### src/rtl/gjk_pkg.sv
// gjk_pkg: shared types and constants for the GJK simplex stepper.
// No dependencies.
package gjk_pkg;

	localparam int IN_COORD_W = 16;
	localparam int DIR_W      = 57;
	localparam int COUNT_W    = 3;

	localparam logic [COUNT_W-1:0] SIMPLEX_CAP = 3'd4;
	localparam logic [COUNT_W-1:0] CNT_ONE     = 3'd1;
	localparam logic [COUNT_W-1:0] CNT_LINE    = 3'd2;
	localparam logic [COUNT_W-1:0] CNT_TRI     = 3'd3;

	typedef enum logic [1:0] {
		ST_CONT = 2'd0,
		ST_HIT  = 2'd1,
		ST_SEP  = 2'd2
	} status_t;

	typedef enum logic [3:0] {
		R_ZERO = 4'd0,
		R_P    = 4'd1,
		R_S0   = 4'd2,
		R_S1   = 4'd3,
		R_S2   = 4'd4,
		R_S3   = 4'd5,
		R_AB   = 4'd6,
		R_AC   = 4'd7,
		R_AD   = 4'd8,
		R_AO   = 4'd9,
		R_ABC  = 4'd10,
		R_ACD  = 4'd11,
		R_ADB  = 4'd12,
		R_T    = 4'd13,
		R_DIR  = 4'd14
	} vreg_t;

	typedef enum logic [1:0] {
		ALU_NONE  = 2'd0,
		ALU_SUB   = 2'd1,
		ALU_CROSS = 2'd2,
		ALU_DOT   = 2'd3
	} alu_op_t;

	typedef enum logic [2:0] {
		SX_NONE = 3'd0,
		SX_LOAD = 3'd1,
		SX_PUSH = 3'd2,
		SX_SWAP = 3'd3,
		SX_ACD  = 3'd4,
		SX_ADB  = 3'd5
	} sx_op_t;

	typedef struct packed {
		alu_op_t            alu;
		vreg_t              src_a;
		vreg_t              src_b;
		vreg_t              dst;
		sx_op_t             sx;
		logic               take_in;
		logic               load_out;
		status_t            status;
		logic [COUNT_W-1:0] count;
	} dp_cmd_t;

	typedef struct packed {
		logic dot_pos;
		logic dot_neg;
	} dp_flags_t;

endpackage

### src/rtl/gjk_ctrl.sv
// gjk_ctrl: sequencer for one GJK step; owns handshakes, simplex count and status.
// Depends on gjk_pkg; drives gjk_datapath.
module gjk_ctrl import gjk_pkg::*; (
	input  logic      clk,
	input  logic      arst_n,
	input  logic      in_valid,
	input  logic      in_start,
	output logic      in_ready,
	output logic      out_valid,
	input  logic      out_ready,
	input  dp_flags_t flags,
	output dp_cmd_t   cmd,
	output logic      dir_clr
);
	typedef enum logic [40:0] {
		S_IDLE  = 41'h1 << 0,  S_START = 41'h1 << 1,  S_PDOT  = 41'h1 << 2,
		S_PCHK  = 41'h1 << 3,  S_PUSH  = 41'h1 << 4,  S_L_AB  = 41'h1 << 5,
		S_L_AO  = 41'h1 << 6,  S_L_DOT = 41'h1 << 7,  S_L_CHK = 41'h1 << 8,
		S_L_X1  = 41'h1 << 9,  S_L_X2  = 41'h1 << 10, S_T_AB  = 41'h1 << 11,
		S_T_AC  = 41'h1 << 12, S_T_AO  = 41'h1 << 13, S_T_ABC = 41'h1 << 14,
		S_T_X1  = 41'h1 << 15, S_T_D1  = 41'h1 << 16, S_T_C1  = 41'h1 << 17,
		S_T_D2  = 41'h1 << 18, S_T_C2  = 41'h1 << 19, S_T_X3  = 41'h1 << 20,
		S_T_X4  = 41'h1 << 21, S_T_X2  = 41'h1 << 22, S_T_D3  = 41'h1 << 23,
		S_T_C3  = 41'h1 << 24, S_T_D4  = 41'h1 << 25, S_T_C4  = 41'h1 << 26,
		S_Q_AB  = 41'h1 << 27, S_Q_AC  = 41'h1 << 28, S_Q_AD  = 41'h1 << 29,
		S_Q_AO  = 41'h1 << 30, S_Q_ABC = 41'h1 << 31, S_Q_ACD = 41'h1 << 32,
		S_Q_ADB = 41'h1 << 33, S_Q_D1  = 41'h1 << 34, S_Q_C1  = 41'h1 << 35,
		S_Q_D2  = 41'h1 << 36, S_Q_C2  = 41'h1 << 37, S_Q_D3  = 41'h1 << 38,
		S_Q_C3  = 41'h1 << 39, S_DONE  = 41'h1 << 40
	} state_t;

	state_t             state_q, state_d;
	status_t            st_q, st_d;
	logic [COUNT_W-1:0] cnt_q, cnt_d, cnt_inc;
	logic               ov_q, ov_d;

	assign cnt_inc   = (cnt_q >= SIMPLEX_CAP) ? SIMPLEX_CAP : cnt_q + CNT_ONE;
	assign out_valid = ov_q;
	assign dir_clr   = (state_q == S_IDLE);

	always_comb begin
		state_d  = state_q;
		st_d     = st_q;
		cnt_d    = cnt_q;
		ov_d     = ov_q && !out_ready;
		in_ready = 1'b0;
		cmd      = '{alu: ALU_NONE, src_a: R_ZERO, src_b: R_ZERO, dst: R_ZERO, sx: SX_NONE,
			take_in: 1'b0, load_out: 1'b0, status: st_q, count: cnt_q};
		unique case (state_q)
			S_IDLE: begin
				in_ready = 1'b1;
				if (in_valid) begin
					cmd.take_in = 1'b1;
					st_d        = ST_CONT;
					state_d     = in_start ? S_START : S_PDOT;
				end
			end
			S_START: begin
				cmd.sx = SX_LOAD;
				cmd.alu = ALU_SUB; cmd.src_a = R_ZERO; cmd.src_b = R_P; cmd.dst = R_DIR;
				cnt_d   = CNT_ONE;
				state_d = S_DONE;
			end
			S_PDOT: begin
				cmd.alu = ALU_DOT; cmd.src_a = R_DIR; cmd.src_b = R_P;
				state_d = S_PCHK;
			end
			S_PCHK: begin
				if (flags.dot_pos) begin
					state_d = S_PUSH;
				end else begin
					st_d    = ST_SEP;
					state_d = S_DONE;
				end
			end
			S_PUSH: begin
				cmd.sx = SX_PUSH;
				cnt_d  = cnt_inc;
				case (cnt_inc)
					CNT_LINE:    state_d = S_L_AB;
					CNT_TRI:     state_d = S_T_AB;
					SIMPLEX_CAP: state_d = S_Q_AB;
					default:     state_d = S_DONE;
				endcase
			end
			S_L_AB: begin
				cmd.alu = ALU_SUB; cmd.src_a = R_S1; cmd.src_b = R_S0; cmd.dst = R_AB;
				state_d = S_L_AO;
			end
			S_L_AO: begin
				cmd.alu = ALU_SUB; cmd.src_a = R_ZERO; cmd.src_b = R_S0; cmd.dst = R_AO;
				state_d = S_L_DOT;
			end
			S_L_DOT: begin
				cmd.alu = ALU_DOT; cmd.src_a = R_AB; cmd.src_b = R_AO;
				state_d = S_L_CHK;
			end
			S_L_CHK: begin
				if (flags.dot_pos) begin
					state_d = S_L_X1;
				end else begin
					cmd.alu = ALU_SUB; cmd.src_a = R_AO; cmd.src_b = R_ZERO; cmd.dst = R_DIR;
					cnt_d   = CNT_ONE;
					state_d = S_DONE;
				end
			end
			S_L_X1: begin
				cmd.alu = ALU_CROSS; cmd.src_a = R_AB; cmd.src_b = R_AO; cmd.dst = R_T;
				state_d = S_L_X2;
			end
			S_L_X2: begin
				cmd.alu = ALU_CROSS; cmd.src_a = R_T; cmd.src_b = R_AB; cmd.dst = R_DIR;
				state_d = S_DONE;
			end
			S_T_AB: begin
				cmd.alu = ALU_SUB; cmd.src_a = R_S1; cmd.src_b = R_S0; cmd.dst = R_AB;
				state_d = S_T_AC;
			end
			S_T_AC: begin
				cmd.alu = ALU_SUB; cmd.src_a = R_S2; cmd.src_b = R_S0; cmd.dst = R_AC;
				state_d = S_T_AO;
			end
			S_T_AO: begin
				cmd.alu = ALU_SUB; cmd.src_a = R_ZERO; cmd.src_b = R_S0; cmd.dst = R_AO;
				state_d = S_T_ABC;
			end
			S_T_ABC: begin
				cmd.alu = ALU_CROSS; cmd.src_a = R_AB; cmd.src_b = R_AC; cmd.dst = R_ABC;
				state_d = S_T_X1;
			end
			S_T_X1: begin
				cmd.alu = ALU_CROSS; cmd.src_a = R_ABC; cmd.src_b = R_AC; cmd.dst = R_T;
				state_d = S_T_D1;
			end
			S_T_D1: begin
				cmd.alu = ALU_DOT; cmd.src_a = R_T; cmd.src_b = R_AO;
				state_d = S_T_C1;
			end
			S_T_C1: begin
				state_d = flags.dot_pos ? S_T_D2 : S_T_X2;
			end
			S_T_D2: begin
				cmd.alu = ALU_DOT; cmd.src_a = R_AC; cmd.src_b = R_AO;
				state_d = S_T_C2;
			end
			S_T_C2: begin
				cnt_d = CNT_LINE;
				if (flags.dot_pos) begin
					cmd.sx  = SX_SWAP;
					state_d = S_T_X3;
				end else begin
					state_d = S_L_AB;
				end
			end
			S_T_X3: begin
				cmd.alu = ALU_CROSS; cmd.src_a = R_AC; cmd.src_b = R_AO; cmd.dst = R_T;
				state_d = S_T_X4;
			end
			S_T_X4: begin
				cmd.alu = ALU_CROSS; cmd.src_a = R_T; cmd.src_b = R_AC; cmd.dst = R_DIR;
				state_d = S_DONE;
			end
			// ab x abc is tested as -(abc x ab)
			S_T_X2: begin
				cmd.alu = ALU_CROSS; cmd.src_a = R_ABC; cmd.src_b = R_AB; cmd.dst = R_T;
				state_d = S_T_D3;
			end
			S_T_D3: begin
				cmd.alu = ALU_DOT; cmd.src_a = R_T; cmd.src_b = R_AO;
				state_d = S_T_C3;
			end
			S_T_C3: begin
				if (flags.dot_neg) begin
					cnt_d   = CNT_LINE;
					state_d = S_L_AB;
				end else begin
					state_d = S_T_D4;
				end
			end
			S_T_D4: begin
				cmd.alu = ALU_DOT; cmd.src_a = R_ABC; cmd.src_b = R_AO;
				state_d = S_T_C4;
			end
			S_T_C4: begin
				cmd.alu = ALU_SUB; cmd.dst = R_DIR;
				if (flags.dot_pos) begin
					cmd.src_a = R_ABC; cmd.src_b = R_ZERO;
				end else begin
					cmd.src_a = R_ZERO; cmd.src_b = R_ABC;
					cmd.sx    = SX_SWAP;
					cnt_d     = CNT_TRI;
				end
				state_d = S_DONE;
			end
			S_Q_AB: begin
				cmd.alu = ALU_SUB; cmd.src_a = R_S1; cmd.src_b = R_S0; cmd.dst = R_AB;
				state_d = S_Q_AC;
			end
			S_Q_AC: begin
				cmd.alu = ALU_SUB; cmd.src_a = R_S2; cmd.src_b = R_S0; cmd.dst = R_AC;
				state_d = S_Q_AD;
			end
			S_Q_AD: begin
				cmd.alu = ALU_SUB; cmd.src_a = R_S3; cmd.src_b = R_S0; cmd.dst = R_AD;
				state_d = S_Q_AO;
			end
			S_Q_AO: begin
				cmd.alu = ALU_SUB; cmd.src_a = R_ZERO; cmd.src_b = R_S0; cmd.dst = R_AO;
				state_d = S_Q_ABC;
			end
			S_Q_ABC: begin
				cmd.alu = ALU_CROSS; cmd.src_a = R_AB; cmd.src_b = R_AC; cmd.dst = R_ABC;
				state_d = S_Q_ACD;
			end
			S_Q_ACD: begin
				cmd.alu = ALU_CROSS; cmd.src_a = R_AC; cmd.src_b = R_AD; cmd.dst = R_ACD;
				state_d = S_Q_ADB;
			end
			S_Q_ADB: begin
				cmd.alu = ALU_CROSS; cmd.src_a = R_AD; cmd.src_b = R_AB; cmd.dst = R_ADB;
				state_d = S_Q_D1;
			end
			S_Q_D1: begin
				cmd.alu = ALU_DOT; cmd.src_a = R_ABC; cmd.src_b = R_AO;
				state_d = S_Q_C1;
			end
			S_Q_C1: begin
				if (flags.dot_pos) begin
					cnt_d   = CNT_TRI;
					state_d = S_T_AB;
				end else begin
					state_d = S_Q_D2;
				end
			end
			S_Q_D2: begin
				cmd.alu = ALU_DOT; cmd.src_a = R_ACD; cmd.src_b = R_AO;
				state_d = S_Q_C2;
			end
			S_Q_C2: begin
				if (flags.dot_pos) begin
					cmd.sx  = SX_ACD;
					cnt_d   = CNT_TRI;
					state_d = S_T_AB;
				end else begin
					state_d = S_Q_D3;
				end
			end
			S_Q_D3: begin
				cmd.alu = ALU_DOT; cmd.src_a = R_ADB; cmd.src_b = R_AO;
				state_d = S_Q_C3;
			end
			S_Q_C3: begin
				if (flags.dot_pos) begin
					cmd.sx  = SX_ADB;
					cnt_d   = CNT_TRI;
					state_d = S_T_AB;
				end else begin
					st_d    = ST_HIT;
					state_d = S_DONE;
				end
			end
			S_DONE: begin
				if (!ov_q || out_ready) begin
					cmd.load_out = 1'b1;
					ov_d         = 1'b1;
					state_d      = S_IDLE;
				end
			end
			default: state_d = S_IDLE;
		endcase
	end

	always_ff @(posedge clk or negedge arst_n) begin
		if (!arst_n) begin
			state_q <= S_IDLE;
			st_q    <= ST_CONT;
			cnt_q   <= '0;
			ov_q    <= 1'b0;
		end else begin
			state_q <= state_d;
			st_q    <= st_d;
			cnt_q   <= cnt_d;
			ov_q    <= ov_d;
		end
	end

endmodule

### config.mk
export PLATFORM = sky130hd
export DESIGN_NAME = gjk_ctrl
export DESIGN_NICKNAME = d
export VERILOG_FILES = /design/src/rtl/gjk_pkg.sv /design/src/rtl/gjk_ctrl.sv
export SDC_FILE = /design/constraint.sdc
export NUM_CORES = 1
export LEC_CHECK = 0
export BUFFER_PORTS_ARGS = -buffer_cell sky130_fd_sc_hd__clkbuf_2
export CORE_MARGIN = 2
export CORE_UTILIZATION = 53
export CTS_CLUSTER_SIZE = 10
export DETAILED_ROUTE_END_ITERATION = 6
export PLACE_DENSITY = 0.85
export SLEW_MARGIN = 5
export SYNTH_ARGS = -nofsm -noshare
export SYNTH_HDL_FRONTEND = slang
export SYNTH_SLANG_ARGS = --single-unit
export TNS_END_PERCENT = 10
### constraint.sdc
create_clock -name clk -period 2.5 [get_ports clk]
set_input_delay 0.375 -clock clk [delete_from_list [all_inputs] [get_ports clk]]
set_output_delay 0.375 -clock clk [all_outputs]
set_load 0.02 [all_outputs]
==> results.json, run 1 <==
{
  "status": "aborted with a tool error",
  "failed_stage": "global routing (5_1_grt)",
  "toolErrorMsg": "[ERROR GRT-0232] Routing congestion too high. Check the congestion heatmap in the GUI.",
  "dieWidth_um": 80.2,
  "place.gp.congestion": 1.13,
  "cts.sinks": 47,
  "groute.usage.overall_pct": 71.0,
  "overflow": 3,
  "synth_area_leaders": "dfrtp_1 (37%), nor4_4 (5.5%), nor2_1 (5.2%), nor4_1 (4.5%), nand3_1 (3.7%)",
  "io_pins": 34,
  "io_buffers": 33,
  "async_reset_ff_share_pct": 100,
  "htreeDepth": 2,
  "rows": 27,
  "synthXorXnorAreaFrac_pct": 1.14,
  "grt_max_degree": 30,
  "dp_cells": 564,
  "yosys_warnings": 0,
  "holdBufCountCts": 0,
  "yosysTopAreaCellShare_pct": 37.4,
  "synth_edf_count": 0,
  "root_buffer": "clkbuf_8",
  "start_util_pct": 55.2,
  "synthMuxAreaShare_pct": 0.325,
  "synth_top_family_by_area": "simple AND/OR/NAND/NOR gates",
  "dp_hpwl_um": 9250,
  "cts_buffers": 5,
  "synth_top_cell_by_area": "dfrtp_1",
  "synth-seq-cells": 47,
  "ys_seq_area_share_pct": 38.2,
  "yosysMostFrequentCell": "dfrtp_1",
  "die_y_um": 80.2,
  "netlist_top_cells_count": "dfrtp_1 (46), nor2_1 (43), nand2_1 (25)",
  "cts_max_path_buffers": 2,
  "synth-simple-area-share_pct": 47.9,
  "synth_nets": 347,
  "place_ws_ns": -0.340,
  "synth_area_sq_um": 3080,
  "syn_inst": 338,
  "synth_cell_types": 62,
  "synth_fa_ha_area_share_pct": 0.813,
  "synth_compound_area_share_pct": 8.78,
  "avgSynthCellArea_sq_um": 9.11,
  "synth_ff_type": "dfrtp_1",
  "endpoint_type": "top-level output",
  "crit_endpoint": "cmd[9]"
}
==> through the flow <==
| stage | area (sq um) | utilization, % |
|---|---|---|
| 2_1_floorplan | 3110 | - |
| 3_3_place_gp | 4280 | 76.7 |
| 3_5_place_dp | 4280 | 76.7 |
| 4_1_cts | 4740 | 85.0 |
==> kinds of logic after synthesis <==
logic type / count (synthesis)
and+or+nand+nor: 231
DFF: 47
AOI/OAI and AO/OA: 34
buffers and inverters: 19
xor gates and xnor gates: 4
adders and majority gates: 2
muxes: 1
==> layer usage <==
metal	GRT overflow	global-route usage (%)
met3	0	54.2
met4	2	69.3
met1	0	72.2
met5	0	12.7
met2	1	88.2
==> repair_timing <==
item / 4_1_cts
gates resized for setup: 60
setup endpoints to repair: 29
pin swaps: 12
buffers inserted: 9
==> run 2, diff against run 1 <==
--- a/config.mk
+++ b/config.mk
@@ -7,10 +7,9 @@
 export LEC_CHECK = 0
 export BUFFER_PORTS_ARGS = -buffer_cell sky130_fd_sc_hd__clkbuf_2
 export CORE_MARGIN = 2
-export CORE_UTILIZATION = 53
-export CTS_CLUSTER_SIZE = 10
+export CORE_UTILIZATION = 40
 export DETAILED_ROUTE_END_ITERATION = 6
-export PLACE_DENSITY = 0.85
+export PLACE_DENSITY_LB_ADDON = 0.15
 export SLEW_MARGIN = 5
 export SYNTH_ARGS = -nofsm -noshare
 export SYNTH_HDL_FRONTEND = slang
==> constraint.sdc (replaced) <==
create_clock -name clk -period 3.2 [get_ports clk]
set_input_delay 0.48 -clock clk [delete_from_list [all_inputs] [get_ports clk]]
set_output_delay 0.48 -clock clk [all_outputs]
set_load 0.02 [all_outputs]
==> results.json, run 2 <==
{
  "fin_setup_tns_ns": 0,
  "leakage_uw": 0.00193,
  "rsz0062_at_grt": "true",
  "status": "complete, no violations",
  "yosysTopAreaCellShare_pct": 37.4,
  "vias": 3205,
  "critPathBufInv": 3,
  "diodes": 0,
  "dp_cells": 497,
  "cp-endpoint": "cmd[19]",
  "final_cell_count_no_fill": 510,
  "synth_area_leaders": "dfrtp_1 (37%), nor4_4 (5.5%), nor2_1 (5.2%), nor4_1 (4.5%), nand3_1 (3.7%)",
  "worst_ep_arrival_time_ns": 2.72,
  "p_clk_share_pct": 20.9,
  "swShare_pct": 39.9,
  "avgSynthCellArea_sq_um": 9.11,
  "crit-reg2reg-launch": "state_q[35]",
  "period_share_pct": 99.8,
  "end_kind": "output port",
  "die-area_sq_um": 8420,
  "reg2reg_slack_ns": 0.13,
  "drt-total-wl_um": 10200,
  "groute.usage.overall_pct": 24.2,
  "max_freq_ghz": 0.313,
  "total_power_uw": 1910,
  "drtAntennaViolNets": 0,
  "drive_above_1_share_pct": 37.0,
  "clkTransAtPathRegs_ns": 0.09,
  "io_buffers": 33,
  "largest_reg_flops": 41,
  "synth_edf_count": 0,
  "min_path_type": "in -> async",
  "worstSetupPathType": "reg -> out",
  "fin_ws_ns": 0.00482,
  "skew_ns": 0.00766,
  "ir_worst_vdd_uv": 247,
  "synth_top_cell_by_area": "dfrtp_1",
  "yosys_warnings": 0,
  "top_regs": "state_q x41, cnt_q x3, st_q x2",
  "grt_max_degree": 32,
  "max_stage_delay_ns": 0.57,
  "finish.net_count": 419,
  "yosysMostFrequentCell": "dfrtp_1",
  "reg2reg_depth": 11,
  "crit_family": "simple AND/OR/NAND/NOR gates",
  "root_buffer": "clkbuf_8",
  "p_switching_uw": 761,
  "cts_max_path_buffers": 2,
  "setup_viol": 0,
  "worst_pin_slew_ns": 0.888,
  "tritoncts": "built",
  "holdBufCountCts": 0,
  "ys_seq_area_share_pct": 38.2,
  "start_util_pct": 41.8,
  "regMostFlops": "state_q",
  "dp_hpwl_um": 7840,
  "overflow": 0,
  "antenna_found_initial": 0,
  "cts_buffers": 5,
  "rows": 31,
  "synth-seq-cells": 47,
  "cp_slowest_cell": "or4b_4",
  "viasPerCell": 6.28,
  "coreArea_sq_um": 7370,
  "hold_viol": 0,
  "final_common_cell": "buf_4",
  "htreeDepth": 2,
  "grt_first_pass_wirelength_um": 16000,
  "cap_violations": 0,
  "place.gp.congestion": 0.982,
  "area_growth_pct": 29.9,
  "crit_start": "state_q[35]",
  "first_iter_violations": 411,
  "period_needed_ns": 3.20,
  "path_cells": "nor4_4 > buf_4 > nand4_1 > buf_4 > nor3_4 > and3_1 > nor3_4 > nand4_1 > or4b_4 > buf_4",
  "syn_inst": 338,
  "synth_nets": 347,
  "netlist_top_cells_count": "dfrtp_1 (46), nor2_1 (43), nand2_1 (25)",
  "dieWidth_um": 91.7,
  "worst_skew_pair.late_latency_ns": 0.30,
  "final_cell_mix": "buf_4 (42), nor2_1 (39), dfrtp_1 (35)",
  "synth_area_sq_um": 3080,
  "slew_viol_final": 0,
  "synth_cell_types": 62,
  "power.density_nw_per_um2": 476,
  "wl_per_cell_um": 20.0,
  "fillers": 683,
  "critPathRequiredTime_ns": 2.72,
  "io_pins": 34,
  "crit_path_start_kind": "flop",
  "drtPass1Iterations": 5,
  "worst-path-max-fanout": 7,
  "crit_top_cell": "buf_4",
  "crit_cells": 10,
  "cts.sinks": 47,
  "synth_ff_type": "dfrtp_1",
  "drc": 0,
  "p_seq_share_pct": 36.0,
  "combPwrFrac_pct": 43.1,
  "internal-power_uw": 1140,
  "slew-limit-headroom_pct": 40.2,
  "r2r_end": "state_q[0]",
  "die_y_um": 91.7,
  "place_ws_ns": 0.140,
  "async_reset_ff_share_pct": 100,
  "grt_pass1_vias": 2953
}
## run 2: final cells by class
| cell class | instances | area, sq um | share of cell area (%) |
|---|---|---|---|
| Multi-Input combinational cell | 272 | 2040 | 50.9 |
| Inverter | 11 | 43.8 | 1.09 |
| Timing Repair Buffer | 73 | 502 | 12.5 |
| Tap cell | 99 | 124 | 3.10 |
| Clock inverter | 1 | 7.51 | 0.188 |
| Sequential cell | 47 | 1190 | 29.8 |
| Clock buffer | 7 | 96.3 | 2.41 |
## run 2: stage by stage
| stage | utilization [%] | hold WS (ns) | area [sq um] |
|---|---|---|---|
| after global placement | 48.7 | 0.460 | 3590 |
| after CTS | 51.7 | 0.129 | 3810 |
| final | 54.3 | 0.108 | 4000 |
| after global routing | 54.3 | 0.148 | 4000 |
| after detailed placement | 48.7 | 0.454 | 3590 |
| after floorplan | - | 0.184 | 3080 |
## run 2: cell families (layout without fill, tap and decap cells)
logic type	Yosys count	in the layout	synth area share, %
buffers and inverters	19	92	2.80
AOI/OAI and AO/OA	34	34	8.78
DFF	47	47	38.2
muxes	1	1	0.325
adders and majority gates	2	2	0.813
and+or+nand+nor	231	231	47.9
xor gates and xnor gates	4	4	1.14
## run 2: how the worst min path moves through the flow
stage                     startpoint           to  slack [ns]  cells after the start
after floorplan               arst_n     cnt_q[0]        0.18                      0
after global placement        arst_n  state_q[15]        0.46                      1
after detailed placement      arst_n  state_q[15]        0.45                      1
after CTS                     arst_n   state_q[4]        0.13                      1
after global routing          arst_n   state_q[1]        0.15                      1
final                         arst_n  state_q[35]        0.11                      1
## run 2: timing repair
item                                   in CTS  in global routing
buffers inserted                            2                  3
gates resized for setup                    24                 52
endpoints found under the hold margin       0                  0
setup endpoints to repair                  13                 16
pin swaps                                   2                 13
## run 2: layer usage
metal  vias up  wire length [um]  track usage, %
met2       179              4670            38.1
met1      1558              4520            35.0
li1       1448                 -               -
met3        20               796            3.37
met5         -                 0               0
met4         0               211            6.84
## run 2: power by group through the flow
stage / Combinational [uW] / Sequential [uW] / Clock [uW]
floorplan: 432 / 705 / 0
global placement: 704 / 692 / 0
detailed placement: 704 / 692 / 0
CTS: 759 / 684 / 405
global route: 877 / 693 / 431
finish: 821 / 685 / 399
No activity file was read; power rests on OpenSTA's default activity.
==> run 3, diff against run 2 <==
--- a/config.mk
+++ b/config.mk
@@ -5,10 +5,11 @@
 export SDC_FILE = /design/constraint.sdc
 export NUM_CORES = 1
 export LEC_CHECK = 0
-export BUFFER_PORTS_ARGS = -buffer_cell sky130_fd_sc_hd__clkbuf_2
+export CORE_ASPECT_RATIO = 1.4
 export CORE_MARGIN = 2
 export CORE_UTILIZATION = 40
 export DETAILED_ROUTE_END_ITERATION = 6
+export DONT_BUFFER_PORTS = 1
 export PLACE_DENSITY_LB_ADDON = 0.15
 export SLEW_MARGIN = 5
 export SYNTH_ARGS = -nofsm -noshare
==> results.json, run 3 (same netlist as run 2, synthesis figures left out) <==
{
  "status": "finished with violations",
  "violations": "setup timing",
  "drive_above_1_share_pct": 34.5,
  "cts.sinks": 47,
  "crit_start": "state_q[39]",
  "hold_viol": 0,
  "io_pins": 34,
  "dp_cells": 469,
  "grtUsageMet3_pct": 3.10,
  "top_usage_layer": "met2",
  "drtAntennaViolNets": 0,
  "slew_viol_final": 0,
  "combPwrFrac_pct": 37.4,
  "grt_max_degree": 47,
  "groute.usage.overall_pct": 25.8,
  "max_stage_delay_ns": 0.51,
  "first_iter_violations": 263,
  "final_cell_count_no_fill": 497,
  "reg2reg_depth": 11,
  "regMostFlops": "state_q",
  "end_kind": "output port",
  "rows": 37,
  "viasPerCell": 6.22,
  "cap_violations": 0,
  "ir_worst_vdd_uv": 409,
  "internal-power_uw": 1220,
  "area_growth_pct": 31.4,
  "total_power_uw": 1980,
  "rsz0062_at_grt": "true",
  "wl_per_cell_um": 21.3,
  "r2r_end": "state_q[0]",
  "drc": 0,
  "overflow": 0,
  "crit_path_start_kind": "flop",
  "dp_hpwl_um": 7950,
  "setup_viol": 2,
  "tritoncts": "built",
  "slew-limit-headroom_pct": 49.0,
  "critPathRequiredTime_ns": 2.72,
  "worst_ep_arrival_time_ns": 2.75,
  "cp_slowest_cell": "or4_4",
  "critPathBufInv": 1,
  "period_needed_ns": 3.23,
  "crit-reg2reg-launch": "state_q[10]",
  "diodes": 0,
  "p_switching_uw": 758,
  "fin_ws_ns": -0.0321,
  "io_buffers": 0,
  "power.density_nw_per_um2": 488,
  "coreArea_sq_um": 7410,
  "final_cell_mix": "buf_4 (58), nor2_1 (39), dfrtp_1 (38)",
  "root_buffer": "clkbuf_8",
  "die_y_um": 108,
  "die-area_sq_um": 8430,
  "worst_skew_pair.late_latency_ns": 0.31,
  "worstSetupPathType": "reg -> out",
  "finish.net_count": 408,
  "cts_max_path_buffers": 2,
  "p_seq_share_pct": 36.0,
  "start_util_pct": 41.6,
  "grtUsageMet2_pct": 42.7,
  "worst-path-max-fanout": 11,
  "min_path_type": "in -> async",
  "dieWidth_um": 78.2,
  "final_common_cell": "buf_4",
  "largest_reg_flops": 41,
  "skew_ns": 0.0123,
  "period_share_pct": 101,
  "clkTransAtPathRegs_ns": 0.10,
  "cts_buffers": 5,
  "path_cells": "nor2_1 > nand3_2 > buf_12 > or4_4 > or2_4 > and3_4 > nand4b_1",
  "fin_util_pct": 54.6,
  "antenna_found_initial": 0,
  "reg2reg_slack_ns": 0.21,
  "crit_family": "simple AND/OR/NAND/NOR gates",
  "leakage_uw": 0.00191,
  "top_regs": "state_q x41, cnt_q x3, st_q x2",
  "max_freq_ghz": 0.309,
  "drtPass1Iterations": 5,
  "swShare_pct": 38.4,
  "gr-usage-met1_pct": 30.6,
  "p_clk_share_pct": 26.6,
  "worst_pin_slew_ns": 0.759,
  "fin_setup_tns_ns": -0.0414,
  "drt-total-wl_um": 10600,
  "grt_pass1_vias": 3129,
  "grt_first_pass_wirelength_um": 16400,
  "vias": 3092,
  "place.gp.congestion": 0.925,
  "htreeDepth": 2
}
==> run 3: cell count changes in the layout (fill, tap and decap cells not counted), sizes merged <==
| cell | change |
|---|---|
| clkinvlp | -1 |
| dlygate4sd3 | +1 |
| clkbuf | -27 |
| bufinv | +2 |
| buf | +14 |
==> run 3: layout make-up <==
class                      count  area [sq um]
sequential                    47          1190
clock buffer                   6          72.6
inverter                      11          43.8
tap                           97           121
multi-input combinational    272          2060
fill                         703          3360
clock inverter                 2          60.1
timing repair buffer          62           504
==> run 3: through the flow <==
step / setup WS (ns) / hold slack (ns) / cell area, sq um
after CTS: -0.0236 / 0.00967 / 3830
after floorplan: 0.237 / 0.184 / 3080
after global placement: 0.0934 / 0.185 / 3480
final: -0.0321 / 0.00315 / 4050
after detailed placement: 0.0879 / 0.185 / 3480
after global routing: -0.0507 / 0.0151 / 4050
==> run 3: worst max path at each step <==
stage	endpoint	slack (ns)	cells past startpoint
after floorplan	cmd[6]	0.24	7
after global placement	cmd[14]	0.09	8
after detailed placement	cmd[14]	0.09	8
after CTS	cmd[23]	-0.02	7
after global routing	cmd[23]	-0.05	7
final	cmd[23]	-0.03	7
==> run 3: per-layer routing <==
| metal | vias to the layer above | wire length [um] |
|---|---|---|
| li1 | 1413 | - |
| met1 | 1502 | 4000 |
| met2 | 137 | 5300 |
| met3 | 40 | 557 |
| met4 | 0 | 733 |
| met5 | - | 0 |
==> run 3: power groups by stage <==
| stage | combinational (uW) | clock [uW] | sequential, uW |
|---|---|---|---|
| floorplan | 432 | 0 | 705 |
| global placement | 616 | 0 | 716 |
| detailed placement | 613 | 0 | 718 |
| CTS | 672 | 537 | 706 |
| global route | 797 | 563 | 720 |
| finish | 739 | 526 | 711 |
==> run 3: repair_timing <==
| action | in CTS | in global routing |
|---|---|---|
| endpoints found under the setup margin | 16 | 17 |
| gates resized for setup | 27 | 32 |
| pin swaps | 8 | 16 |
| hold endpoints to repair | 46 | 0 |
| setup buffers | 10 | 8 |
| hold buffers | 2 | 0 |
